## src/pbrle_pkg.sv

```systemverilog
// ----------------------------------------------------------------------------
// pbrle_pkg
// shared types and constants of the packbits run-length decoder
// ----------------------------------------------------------------------------
package pbrle_pkg;

	localparam int LENGTH_BITS = 24;
	localparam logic [7:0] MAX_SECTION = 8'd128;
	localparam logic [LENGTH_BITS-1:0] OUT_LENGTH_RESET = LENGTH_BITS'(4096);

	localparam int CMDQ_DEPTH = 4;
	localparam int CMDQ_PTR_W = $clog2(CMDQ_DEPTH);
	localparam int CMDQ_CNT_W = $clog2(CMDQ_DEPTH + 1);

	localparam int WORD_BYTES = 4;
	localparam logic [7:0] WORD_BYTES_8 = 8'(WORD_BYTES);

	typedef enum logic [1:0] {
		PH_HEADER  = 2'd0,
		PH_LITERAL = 2'd1,
		PH_RUN     = 2'd2,
		PH_WAIT    = 2'd3
	} phase_t;

	// one command for the back end: repeat value count times, or report overflow
	typedef struct packed {
		logic       ovf;
		logic [7:0] value;
		logic [7:0] count;
		logic       done;
	} pbrle_cmd_t;

endpackage

```

## src/pbrle_front.sv

```systemverilog
// ----------------------------------------------------------------------------
// pbrle_front
// header parsing, length bookkeeping and command generation
// ----------------------------------------------------------------------------
module pbrle_front (
	input  logic                              clk,
	input  logic                              arst_n,
	input  logic                              cfg_wr_en,
	input  logic [pbrle_pkg::LENGTH_BITS-1:0] cfg_wr_data,
	input  logic                              accept_i,
	input  logic [7:0]                        byte_i,
	output logic                              push_o,
	output pbrle_pkg::pbrle_cmd_t             cmd_o
);

	pbrle_pkg::phase_t phase_q, phase_d;
	logic [pbrle_pkg::LENGTH_BITS-1:0] out_length_q;
	logic [pbrle_pkg::LENGTH_BITS-1:0] total_q;
	logic [7:0] literal_left_q;
	logic [7:0] run_length_q;

	logic [7:0] hdr_n;
	logic [pbrle_pkg::LENGTH_BITS:0] hdr_sum;
	logic hdr_ovf;
	logic is_skip;
	logic [pbrle_pkg::LENGTH_BITS-1:0] lit_total;
	logic [pbrle_pkg::LENGTH_BITS-1:0] run_total;
	logic lit_done;
	logic run_done;

	always_comb begin
		hdr_n = byte_i[7] ? (8'd1 - byte_i) : (byte_i + 8'd1);
		hdr_sum = {1'b0, total_q} + {{(pbrle_pkg::LENGTH_BITS-7){1'b0}}, hdr_n};
		hdr_ovf = hdr_sum > {1'b0, out_length_q};
		is_skip = byte_i == pbrle_pkg::MAX_SECTION;
		lit_total = total_q + pbrle_pkg::LENGTH_BITS'(1);
		run_total = total_q + pbrle_pkg::LENGTH_BITS'(run_length_q);
		lit_done = lit_total == out_length_q;
		run_done = run_total == out_length_q;
	end

	// next state
	always_comb begin
		phase_d = phase_q;
		case (phase_q)
			pbrle_pkg::PH_HEADER: begin
				if (!is_skip) begin
					if (hdr_ovf)
						phase_d = pbrle_pkg::PH_WAIT;
					else if (byte_i[7])
						phase_d = pbrle_pkg::PH_RUN;
					else
						phase_d = pbrle_pkg::PH_LITERAL;
				end
			end
			pbrle_pkg::PH_LITERAL: begin
				if (lit_done)
					phase_d = pbrle_pkg::PH_WAIT;
				else if (literal_left_q == 8'd1)
					phase_d = pbrle_pkg::PH_HEADER;
			end
			pbrle_pkg::PH_RUN: begin
				phase_d = run_done ? pbrle_pkg::PH_WAIT : pbrle_pkg::PH_HEADER;
			end
			default: phase_d = phase_q;
		endcase
	end

	// outputs
	always_comb begin
		push_o = 1'b0;
		cmd_o.ovf = 1'b0;
		cmd_o.value = byte_i;
		cmd_o.count = 8'd1;
		cmd_o.done = 1'b0;
		case (phase_q)
			pbrle_pkg::PH_HEADER: begin
				push_o = accept_i && !is_skip && hdr_ovf;
				cmd_o.ovf = 1'b1;
			end
			pbrle_pkg::PH_LITERAL: begin
				push_o = accept_i;
				cmd_o.done = lit_done;
			end
			pbrle_pkg::PH_RUN: begin
				push_o = accept_i;
				cmd_o.count = run_length_q;
				cmd_o.done = run_done;
			end
			default: push_o = 1'b0;
		endcase
	end

	always_ff @(posedge clk or negedge arst_n) begin
		if (!arst_n) begin
			phase_q <= pbrle_pkg::PH_HEADER;
			out_length_q <= pbrle_pkg::OUT_LENGTH_RESET;
			total_q <= '0;
			literal_left_q <= '0;
			run_length_q <= '0;
		end else if (cfg_wr_en) begin
			phase_q <= pbrle_pkg::PH_HEADER;
			out_length_q <= cfg_wr_data;
			total_q <= '0;
			literal_left_q <= '0;
			run_length_q <= '0;
		end else if (accept_i) begin
			phase_q <= phase_d;
			case (phase_q)
				pbrle_pkg::PH_HEADER: begin
					if (!is_skip && !hdr_ovf) begin
						if (byte_i[7])
							run_length_q <= hdr_n;
						else
							literal_left_q <= hdr_n;
					end
				end
				pbrle_pkg::PH_LITERAL: begin
					total_q <= lit_total;
					literal_left_q <= literal_left_q - 8'd1;
				end
				pbrle_pkg::PH_RUN: begin
					total_q <= run_total;
					run_length_q <= '0;
				end
				default: total_q <= total_q;
			endcase
		end
	end

endmodule

```

## src/pbrle_cmdq.sv

```systemverilog
// ----------------------------------------------------------------------------
// pbrle_cmdq
// short command queue between front and back end
// ----------------------------------------------------------------------------
module pbrle_cmdq (
	input  logic                  clk,
	input  logic                  arst_n,
	input  logic                  push_i,
	input  pbrle_pkg::pbrle_cmd_t cmd_i,
	output logic                  full_o,
	input  logic                  pop_i,
	output logic                  empty_o,
	output pbrle_pkg::pbrle_cmd_t head_o
);

	pbrle_pkg::pbrle_cmd_t mem_q [pbrle_pkg::CMDQ_DEPTH];
	logic [pbrle_pkg::CMDQ_PTR_W-1:0] wr_ptr_q;
	logic [pbrle_pkg::CMDQ_PTR_W-1:0] rd_ptr_q;
	logic [pbrle_pkg::CMDQ_CNT_W-1:0] count_q;
	logic do_push;
	logic do_pop;

	assign full_o = count_q == pbrle_pkg::CMDQ_CNT_W'(pbrle_pkg::CMDQ_DEPTH);
	assign empty_o = count_q == '0;
	assign head_o = mem_q[rd_ptr_q];
	assign do_push = push_i && !full_o;
	assign do_pop = pop_i && !empty_o;

	always_ff @(posedge clk) begin
		if (do_push)
			mem_q[wr_ptr_q] <= cmd_i;
	end

	always_ff @(posedge clk or negedge arst_n) begin
		if (!arst_n) begin
			wr_ptr_q <= '0;
			rd_ptr_q <= '0;
			count_q <= '0;
		end else begin
			if (do_push)
				wr_ptr_q <= (wr_ptr_q == pbrle_pkg::CMDQ_PTR_W'(pbrle_pkg::CMDQ_DEPTH - 1)) ?
					'0 : wr_ptr_q + pbrle_pkg::CMDQ_PTR_W'(1);
			if (do_pop)
				rd_ptr_q <= (rd_ptr_q == pbrle_pkg::CMDQ_PTR_W'(pbrle_pkg::CMDQ_DEPTH - 1)) ?
					'0 : rd_ptr_q + pbrle_pkg::CMDQ_PTR_W'(1);
			if (do_push && !do_pop)
				count_q <= count_q + pbrle_pkg::CMDQ_CNT_W'(1);
			else if (do_pop && !do_push)
				count_q <= count_q - pbrle_pkg::CMDQ_CNT_W'(1);
		end
	end

	a_no_push_when_full: assert property (@(posedge clk) disable iff (!arst_n)
		push_i |-> !full_o)
		else $error("command pushed into full queue");

	a_count_bound: assert property (@(posedge clk) disable iff (!arst_n)
		count_q <= pbrle_pkg::CMDQ_CNT_W'(pbrle_pkg::CMDQ_DEPTH))
		else $error("command queue count out of range");

endmodule

```

## src/pbrle_back.sv

```systemverilog
// ----------------------------------------------------------------------------
// pbrle_back
// expands commands into result words and holds the output register
// ----------------------------------------------------------------------------
module pbrle_back (
	input  logic                  clk,
	input  logic                  arst_n,
	input  logic                  q_empty_i,
	input  pbrle_pkg::pbrle_cmd_t head_i,
	output logic                  q_pop_o,
	input  logic                  pop,
	output logic                  empty,
	output logic [31:0]           data_word,
	output logic [2:0]            byte_count,
	output logic                  last,
	output logic                  block_done,
	output logic                  status
);

	logic       busy_q;
	logic [7:0] value_q;
	logic [7:0] left_q;
	logic       done_q;
	logic       out_valid_q;

	logic       have;
	logic       load;
	logic [7:0] cur_value;
	logic [7:0] cur_left;
	logic       cur_done;
	logic       cur_ovf;
	logic [2:0] cnt;
	logic       last_word;
	logic [31:0] word;

	always_comb begin
		cur_value = busy_q ? value_q : head_i.value;
		cur_left = busy_q ? left_q : head_i.count;
		cur_done = busy_q ? done_q : head_i.done;
		cur_ovf = !busy_q && head_i.ovf;
		have = busy_q || !q_empty_i;
		load = have && (!out_valid_q || pop);
		last_word = cur_left <= pbrle_pkg::WORD_BYTES_8;
		cnt = last_word ? cur_left[2:0] : 3'(pbrle_pkg::WORD_BYTES);
		for (int i = 0; i < pbrle_pkg::WORD_BYTES; i++)
			word[8*i +: 8] = (3'(i) < cnt) ? cur_value : 8'd0;
	end

	assign q_pop_o = load && !busy_q;
	assign empty = !out_valid_q;

	always_ff @(posedge clk or negedge arst_n) begin
		if (!arst_n) begin
			busy_q <= 1'b0;
			out_valid_q <= 1'b0;
		end else begin
			if (load) begin
				out_valid_q <= 1'b1;
				busy_q <= !cur_ovf && !last_word;
			end else if (pop) begin
				out_valid_q <= 1'b0;
			end
		end
	end

	always_ff @(posedge clk) begin
		if (load) begin
			value_q <= cur_value;
			left_q <= cur_left - pbrle_pkg::WORD_BYTES_8;
			done_q <= cur_done;
			if (cur_ovf) begin
				data_word <= '0;
				byte_count <= '0;
				last <= 1'b1;
				block_done <= 1'b0;
				status <= 1'b1;
			end else begin
				data_word <= word;
				byte_count <= cnt;
				last <= last_word;
				block_done <= cur_done && last_word;
				status <= 1'b0;
			end
		end
	end

	a_busy_has_bytes: assert property (@(posedge clk) disable iff (!arst_n)
		busy_q |-> left_q != 8'd0)
		else $error("run expansion active with no bytes left");

	a_done_is_last: assert property (@(posedge clk) disable iff (!arst_n)
		(out_valid_q && block_done) |-> (last && !status && byte_count != 3'd0))
		else $error("block done flagged on a non-final result");

	a_ovf_shape: assert property (@(posedge clk) disable iff (!arst_n)
		(out_valid_q && status) |-> (last && byte_count == 3'd0 && data_word == 32'd0))
		else $error("malformed overflow result");

endmodule

```

## src/packbits_rle_decoder.sv

```systemverilog
// ----------------------------------------------------------------------------
// packbits_rle_decoder
// packbits run-length decoder with word-wide run expansion
// ----------------------------------------------------------------------------
// input queue side: comp_byte is taken when push is high and full is low
// result queue side: the oldest result sits on the result ports while empty is
//   low and leaves when pop is high
// config: cfg_wr_en writes cfg_wr_data to the output length and restarts the
//   block; write only while idle
// a literal byte gives one result with one byte; a run of n bytes gives
//   ceil(n/4) word results; an overflow gives one status-only result
// a result passes the command queue and then the output register before it
//   shows up on the result ports
// throughput: one input byte per cycle for headers and literals while the
//   command queue is not full; the back end emits one word per cycle while
//   the receiver keeps popping, so a run holds the back end for ceil(n/4)
//   words and input stalls once the 4-entry command queue fills; a stalled
//   receiver holds the output register, the back end waits, and the front
//   keeps taking bytes until the queue is full
// reset: length 4096, expect header, queue and output register empty
// after a done or overflow result input bytes are taken and dropped until the length is written again
// ----------------------------------------------------------------------------
module packbits_rle_decoder (
	input  logic                              clk,
	input  logic                              arst_n,
	input  logic                              cfg_wr_en,
	input  logic [pbrle_pkg::LENGTH_BITS-1:0] cfg_wr_data,
	input  logic                              push,
	output logic                              full,
	input  logic [7:0]                        comp_byte,
	input  logic                              pop,
	output logic                              empty,
	output logic [31:0]                       data_word,
	output logic [2:0]                        byte_count,
	output logic                              last,
	output logic                              block_done,
	output logic                              status
);

	logic                  accept;
	logic                  cmd_push;
	pbrle_pkg::pbrle_cmd_t cmd;
	logic                  q_full;
	logic                  q_empty;
	logic                  q_pop;
	pbrle_pkg::pbrle_cmd_t q_head;

	assign full = q_full;
	assign accept = push && !q_full;

	pbrle_front u_front (
		.clk         (clk),
		.arst_n      (arst_n),
		.cfg_wr_en   (cfg_wr_en),
		.cfg_wr_data (cfg_wr_data),
		.accept_i    (accept),
		.byte_i      (comp_byte),
		.push_o      (cmd_push),
		.cmd_o       (cmd)
	);

	pbrle_cmdq u_cmdq (
		.clk     (clk),
		.arst_n  (arst_n),
		.push_i  (cmd_push),
		.cmd_i   (cmd),
		.full_o  (q_full),
		.pop_i   (q_pop),
		.empty_o (q_empty),
		.head_o  (q_head)
	);

	pbrle_back u_back (
		.clk        (clk),
		.arst_n     (arst_n),
		.q_empty_i  (q_empty),
		.head_i     (q_head),
		.q_pop_o    (q_pop),
		.pop        (pop),
		.empty      (empty),
		.data_word  (data_word),
		.byte_count (byte_count),
		.last       (last),
		.block_done (block_done),
		.status     (status)
	);

endmodule
```

## config.mk

```make
export PLATFORM = sky130hd
export DESIGN_NAME = packbits_rle_decoder
export DESIGN_NICKNAME = d
export VERILOG_FILES = /design/src/pbrle_pkg.sv /design/src/pbrle_front.sv /design/src/pbrle_cmdq.sv /design/src/pbrle_back.sv /design/src/packbits_rle_decoder.sv
export SDC_FILE = /design/constraint.sdc
export NUM_CORES = 1
export LEC_CHECK = 0
export BUFFER_PORTS_ARGS = -buffer_cell sky130_fd_sc_hd__buf_2
export CAP_MARGIN = 10
export CORE_MARGIN = 2
export CORE_UTILIZATION = 30
export CTS_CLUSTER_DIAMETER = 100
export DETAILED_ROUTE_END_ITERATION = 8
export PLACE_DENSITY_LB_ADDON = 0.3
export SLEW_MARGIN = 20
export SYNTH_ARGS = -nofsm -noshare
export SYNTH_HDL_FRONTEND = slang
export SYNTH_HIERARCHICAL = 1
export SYNTH_SLANG_ARGS = --single-unit
```

## constraint.sdc

```tcl
create_clock -name clk -period 5.9 [get_ports clk]
set_clock_uncertainty 0.05 [all_clocks]
set_input_delay 0.59 -clock clk [delete_from_list [all_inputs] [get_ports clk]]
set_output_delay 0.59 -clock clk [all_outputs]
set_load 0.005 [all_outputs]
```

Word level (Yosys, flattened, before mapping)

Memory sizes are Yosys's and may differ from the RTL's.
Index checks and enable logic that the tools add are counted.
W data, S select, Z words.

Add/subtract/negate cells: 11
Order comparisons: 6
Equal/unequal tests: 14
Muxes and demuxes: 40
Bitwise logic cells: 4
Reduce and logical (&&, ||, !) cells: 43

Operators with widths:

| cell                    | count |
|---|---|
| $mux W8                 | 12 |
| $eq A24 B24 Y1          | 2 |
| $mux W24                | 2 |
| $pmux W24 S2            | 1 |
| $pmux W8 S2             | 2 |
| $add A24 B8 Y25         | 1 |
| $gt A25 B24 Y1          | 1 |
| $add A24 B1 Y24 const B | 1 |
| $add A24 B8 Y24         | 1 |
| $mux W2                 | 10 |
| $logic_and A1 B1 Y1     | 13 |
| $reduce_and A4 Y1       | 3 |
| $logic_not A1 Y1        | 10 |
| $reduce_or A2 Y1        | 5 |
| $mux W3                 | 3 |
| $ne A3 B3 Y1 const B    | 3 |
| $reduce_bool A3 Y1      | 3 |
| $add A8 B1 Y8 const B   | 1 |
| $eq A8 B1 Y1 const B    | 1 |
| $eq A8 B8 Y1 const B    | 1 |
| $le A8 B3 Y1 const B    | 1 |
| $sub A1 B8 Y8 const A   | 1 |
| $sub A8 B1 Y8 const B   | 1 |
| $sub A8 B3 Y8 const B   | 1 |
| other kinds (20)        | 38 |

Flip-flop bits (word level): 130
Memory bits (writable): 72
Input port bits: 37
Output and inout port bits: 40
Logic and storage cells: 140
Memories: 1

Memories:

| name         | depth | width | read ports | clocked after memory_dff | wr ports | line             | source |
|---|---|---|---|---|---|---|---|
| u_cmdq.mem_q | 4     | 18    | 1          | 0                        | 1        | pbrle_cmdq.sv:16 | `pbrle_pkg::pbrle_cmd_t mem_q [pbrle_pkg::CMDQ_DEPTH];` |

Longest topological paths before layout

Word-level depth: 11
Depth in mapped cells: 31
Gate-level depth less buffers: 29

By module

The synthesis kept the hierarchy.

Modules (own cells, without submodules):

| module               | instances | cells each | area an instance (um2) | sequential area each (um2) |
|---|---|---|---|---|
| pbrle_front          | 1         | 837        | 6643.9                 | 1652.8 |
| pbrle_cmdq           | 1         | 131        | 3034.2                 | 2337.2 |
| pbrle_back           | 1         | 174        | 2568.7                 | 1701.6 |
| packbits_rle_decoder | 1         | 1          | 13.8                   | 0.0 |

Worst setup path before layout

No wires, ideal clock.

Path type: in2reg
Start point: input comp_byte[3]
End point: register u_cmdq/count_q[1] in the netlist's numbering
Setup time: 0.125 ns
Data arrival time: 5.534 ns
Required time: 5.725 ns
Slack: 0.191 ns
Stages: 27
Path buffers: 3
Cells stage by stage: clkbuf_1 or4_1 o21ai_0 o21ai_0 xor2_1 ha_1 nor3_1 a311oi_1 and2_1 clkbuf_1 nand2_1 xnor2_1 ha_1 a21o_1 a21o_1 a21oi_1 o21ai_0 a22oi_1 o21ai_0 a31oi_1 nor3b_1 nor2b_1 buf_2 ha_1 inv_1 fa_1 mux2_2

Cells in the longest elaborated chain, start to end: 10
Elaborated cells between the ends (all ways): 16
Classes of those cells: add/sub (3); order compare (1); eq/ne (1); mux (3); reduce/logical (8)

Ends and longest elaborated chain:

| what                                                  | line                       | source |
|---|---|---|
| start: declaration                                    | packbits_rle_decoder.sv:30 | `input logic [7:0] comp_byte,` |
| $add A8 B1 Y8 / $sub A1 B8 Y8 (equally long branches) | pbrle_front.sv:32          | `hdr_n = byte_i[7] ? (8'd1 - byte_i) : (byte_i + 8'd1);` |
| $mux W8                                               | pbrle_front.sv:32          |  |
| $add A24 B8 Y25                                       | pbrle_front.sv:33          | `hdr_sum = {1'b0, total_q} + {{(pbrle_pkg::LENGTH_BITS-7){1'b0}}, hdr_n};` |
| $gt A25 B24 Y1                                        | pbrle_front.sv:34          | `hdr_ovf = hdr_sum > {1'b0, out_length_q};` |
| $logic_and A1 B1 Y1 (*)                               | pbrle_front.sv:78          | `push_o = accept_i && !is_skip && hdr_ovf;` |
| $pmux W1 S2 (*)                                       | pbrle_front.sv:76          | `case (phase_q)` |
| named net cmd_push                                    | packbits_rle_decoder.sv:41 | `logic cmd_push;` |
| $logic_and A1 B1 Y1 (*)                               | pbrle_cmdq.sv:26           | `assign do_push = push_i && !full_o;` |
| named net u_cmdq.do_push                              | pbrle_cmdq.sv:20           | `logic do_push;` |
| $logic_not A1 Y1                                      | pbrle_cmdq.sv:48           | `else if (do_pop && !do_push)` |
| $logic_and A1 B1 Y1                                   | pbrle_cmdq.sv:48           |  |
| $reduce_bool A2 Y1 (no line)                          | -                          |  |
| end signal: assignment                                | pbrle_cmdq.sv:47           | `count_q <= count_q + pbrle_pkg::CMDQ_CNT_W'(1);` |
| end signal: assignment                                | pbrle_cmdq.sv:49           | `count_q <= count_q - pbrle_pkg::CMDQ_CNT_W'(1);` |
| end: declaration                                      | pbrle_cmdq.sv:19           | `logic [pbrle_pkg::CMDQ_CNT_W-1:0] count_q;` |

The timed path passes the listed nets; every way through them passes the cells marked *.
A chain may end at the register's enable or synchronous reset.

Worst setup path in the final report

Start point: input comp_byte[2]
End point: register u_cmdq/count_q[1] in the netlist's numbering

Cells in the longest elaborated chain, start to end: 10
Elaborated cells between the ends (all ways): 16
Classes of those cells: add/sub (3); order compare (1); eq/ne (1); mux (3); reduce/logical (8)

Ends and longest elaborated chain:

| what                                                  | line |
|---|---|
| $add A8 B1 Y8 / $sub A1 B8 Y8 (equally long branches) | pbrle_front.sv:32 |
| $mux W8                                               | pbrle_front.sv:32 |
| $add A24 B8 Y25                                       | pbrle_front.sv:33 |
| $gt A25 B24 Y1                                        | pbrle_front.sv:34 |
| $logic_and A1 B1 Y1 (*)                               | pbrle_front.sv:78 |
| $pmux W1 S2 (*)                                       | pbrle_front.sv:76 |
| named net cmd_push                                    | packbits_rle_decoder.sv:41 |
| $logic_and A1 B1 Y1 (*)                               | pbrle_cmdq.sv:26 |
| $logic_not A1 Y1                                      | pbrle_cmdq.sv:48 |
| $logic_and A1 B1 Y1                                   | pbrle_cmdq.sv:48 |
| $reduce_bool A2 Y1 (no line)                          | - |

Marks and branches as above.

==> flow_summary.yaml <==
status:
  status: "finished, final reports clean"
final_layout:
  regArea_sq_mm: 0.00569
  antennaDiodeCount: 0
  instances_no_fill: 1762
  nets: 1313
  final_common_cell: "edfxtp_1"
  fill_cells: 4118
  layout_common_cells: "edfxtp_1 (127), nand2_1 (102), buf_2 (75)"
  area.growth.synth_to_final_pct: 14.7
  drive_above_1_share: 0.184
  stdcell_area_sq_mm: 0.0141
  postLayoutCoreUtil: 0.347
  multiInputGateArea_sq_mm: 0.00595
global_route:
  antenna_found_initial: 0
  grt_overflow: 0
  grt_usage: 0.150
  grt_pass1_wl_mm: 50.3
  grt_max_degree: 76
  grt_pass1_vias: 8979
drt:
  route.vias.total: 9042
  drt-initial-drc-count: 564
  drcViolationCount: 0
  ant_nets: 0
  via_per_inst: 5.13
  firstDrtPassIters: 7
  wl_per_cell_um: 18.1
  wl_mm: 31.9
sta:
  finalCritPeriodShare: 0.931
  drv_slew: 0
  slew_headroom: 0.326
  period_minus_slack_ns: 5.49
  fmax_ghz: 0.182
  tightest_slew_ns: 1.01
  setup_ws_ns: 0.410
  finalHoldViolCount: 0
  report.final.setup_viol: 0
place:
  dp.final_hpwl_mm: 23.4
  dp_slack_ns: -0.238
  place_area_sq_mm: 0.0132
  placed_cells: 1719
  gp_congestion: 0.894
  numPortBuffers: 76
critical_path:
  rr_startpoint: "u_front/total_q[0]$_DFFE_PN0P_"
  r2r_setup_slack_ns: 0.55
  cp.depth: 27
  cp-end-kind: "flip-flop"
  cp-start-kind: "input pin"
  required_ns: 6.27
  cp.arrival_ns: 5.86
  critPathTopFamily: "compound AO/OA/AOI/OAI gates"
  crit_path_end: "u_cmdq/count_q[1]$_DFFE_PN0P_"
  crit_path_top_delay_cell: "o21ai_1"
  r2r-end: "u_cmdq/count_q[1]$_DFFE_PN0P_"
  reg2reg_depth: 23
  crit_type: "in -> reg"
  crit_buf_inv: 5
  crit_start: "comp_byte[2]"
  max_stage_delay_ns: 0.49
  cp_common_cell: "ha_1"
  worstPathMaxFanout: 6
logic_synthesis:
  synth_seq_cells: 202
  ys.flop_type: "edfxtp_1"
  yosysTopAreaCellShare: 0.311
  syn_nets: 1243
  seq_area_frac_synth: 0.464
  synth_area_leaders: "edfxtp_1 (31%), dfrtp_1 (15%), ha_1 (6.1%), xnor2_1 (3.8%), xor2_1 (3.5%)"
  synth_edf_count: 127
  yosys.cell_types.count: 84
  syn_avg_cell_area_sq_um: 10.7
  netlist_instances: 1143
  synth_area_sq_mm: 0.0123
  yosys_warnings: 6
  synth_largest_area_cell: "edfxtp_1"
  ys_async_sr_fraction: 0.371
clock_tree:
  cts.clk_slew.worst_paths_ns: 0.06
  h-tree-depth: 1
  numCtsBuffers: 23
  clockBufferDepth: 3
  cts_tree: "built"
  clk-insertion-delay-late_ns: 0.55
  root_buffer: "clkbuf_16"
  hold_buffers: 0
  cts_sinks: 202
die:
  die_y_um: 206
  core-area_sq_mm: 0.0406
  fp.dieW_um: 206
  start_util: 0.302
  die_area_sq_mm: 0.0425
  std_cell_rows: 74
  ioPinCount: 77
power:
  power_mw: 5.41
  powerDensity_mw_per_mm2: 385
  leakagePower_nw: 5.67
  vdd_drop_max_mv: 0.227
hold_path:
  hp-class: "in -> async"
flow_run:
  drv_cap: 0
## logic make-up after synthesis
kind of cell / after synthesis / synth area share
buffers and inverters: 125 / 0.0531
adders and majority gates: 63 / 0.0661
muxes: 59 / 0.0695
AOI/OAI and AO/OA: 241 / 0.127
DFF: 202 / 0.464
xor gates and xnor gates: 103 / 0.0742
and+or+nand+nor: 350 / 0.146
## through the flow
step	hold slack, ns	setup TNS (ns)
after CTS	0.171	0
final	0.0299	0
after global placement	0.469	-0.205
after global routing	0.0768	-0.00957
after detailed placement	0.471	-0.451
after floorplan	0.244	0
## cell type report
type / instances / share of cell area
Sequential cell: 202 / 0.405
Clock buffer: 29 / 0.0440
Timing Repair Buffer: 117 / 0.0530
Multi-Input combinational cell: 816 / 0.423
Clock inverter: 13 / 0.0136
Tap cell: 532 / 0.0473
Inverter: 53 / 0.0142
## cells in the mapped netlist, drive strengths merged (4+ instances only)
| library cell | number |
|---|---|
| or4 | 5 |
| nor2 | 66 |
| and3 | 8 |
| o311ai | 4 |
| a211oi | 7 |
| nand2 | 103 |
| or3 | 6 |
| nor3 | 32 |
| nand2b | 7 |
| xor2 | 49 |
| ha | 60 |
| mux4 | 18 |
| inv | 51 |
| mux2i | 18 |
| o31ai | 4 |
| and2 | 16 |
| nor4 | 9 |
| xnor2 | 54 |
| and4 | 8 |
| o21a | 5 |
| o211ai | 6 |
| buf | 52 |
| nor3b | 7 |
| a21o | 15 |
| edfxtp | 127 |
| nor2b | 9 |
| a21oi | 65 |
| a31oi | 36 |
| nand4 | 11 |
| mux2 | 23 |
| o32ai | 4 |
| nand3 | 46 |
| o21ai | 60 |
| clkbuf | 20 |
| dfrtp | 74 |
## worst min path at each step
stage                                        startpoint                              endpoint  slack, ns
after detailed placement  u_cmdq/count_q[2]$_DFFE_PN0P_         u_cmdq/count_q[2]$_DFFE_PN0P_       0.47
after CTS                               cfg_wr_data[13]  u_front/out_length_q[13]$_DFFE_PN0P_       0.17
after global routing                             arst_n  u_front/out_length_q[18]$_DFFE_PN0P_       0.08
final                                            arst_n       u_front/total_q[17]$_DFFE_PN0P_       0.03
after global placement    u_cmdq/count_q[2]$_DFFE_PN0P_         u_cmdq/count_q[2]$_DFFE_PN0P_       0.47
after floorplan                                  arst_n             u_back/busy_q$_DFFE_PN0P_       0.24
## timing repair
item | 4_1_cts | 5_1_grt
gates resized for setup | 0 | 5
buffers inserted | 0 | 1
endpoints found under the setup margin | 0 | 23
## state kept, by name, indices dropped and copies added, names as in the netlist, 8 cells and up
signal	flops
u_back/left_q	8
u_back/value_q	8
u_front/out_length_q	24
u_front/run_length_q	8
u_back/data_word	32
u_cmdq/mem_q	72
u_front/literal_left_q	8
u_front/total_q	24
## where the power goes
part           total, mW  internal (mW)  switching [mW]
clock network       1.54          0.927           0.609
logic               1.79          0.749            1.04
registers           2.09           1.88           0.206
## worst register-to-register path, stage by stage, from the launching register on
cell and delay (ns):
dfrtp_1 0.53, ha_1 0.29, fa_1 0.40, a21o_1 0.19, a21oi_1 0.20, nand3b_1 0.19
a311oi_2 0.16, and2_4 0.19, buf_4 0.13, xor2_1 0.14, ha_1 0.34, nand4_1 0.12
nor3_1 0.27, buf_4 0.15, nand3_1 0.08, a22oi_1 0.21, o21ai_1 0.17, a31oi_1 0.21
nor3b_1 0.08, nor2b_1 0.15, ha_1 0.24, inv_1 0.07, fa_1 0.41, mux2_2 0.27
## routing by layer
layer,global-route usage,up-vias,part of all wire
met3,0.0255,68,0.046
met5,0,-,0
met2,0.252,230,0.48
met1,0.193,4420,0.43
li1,-,4324,-
met4,0.0569,0,0.037
No activity file was read; power rests on OpenSTA's default activity.
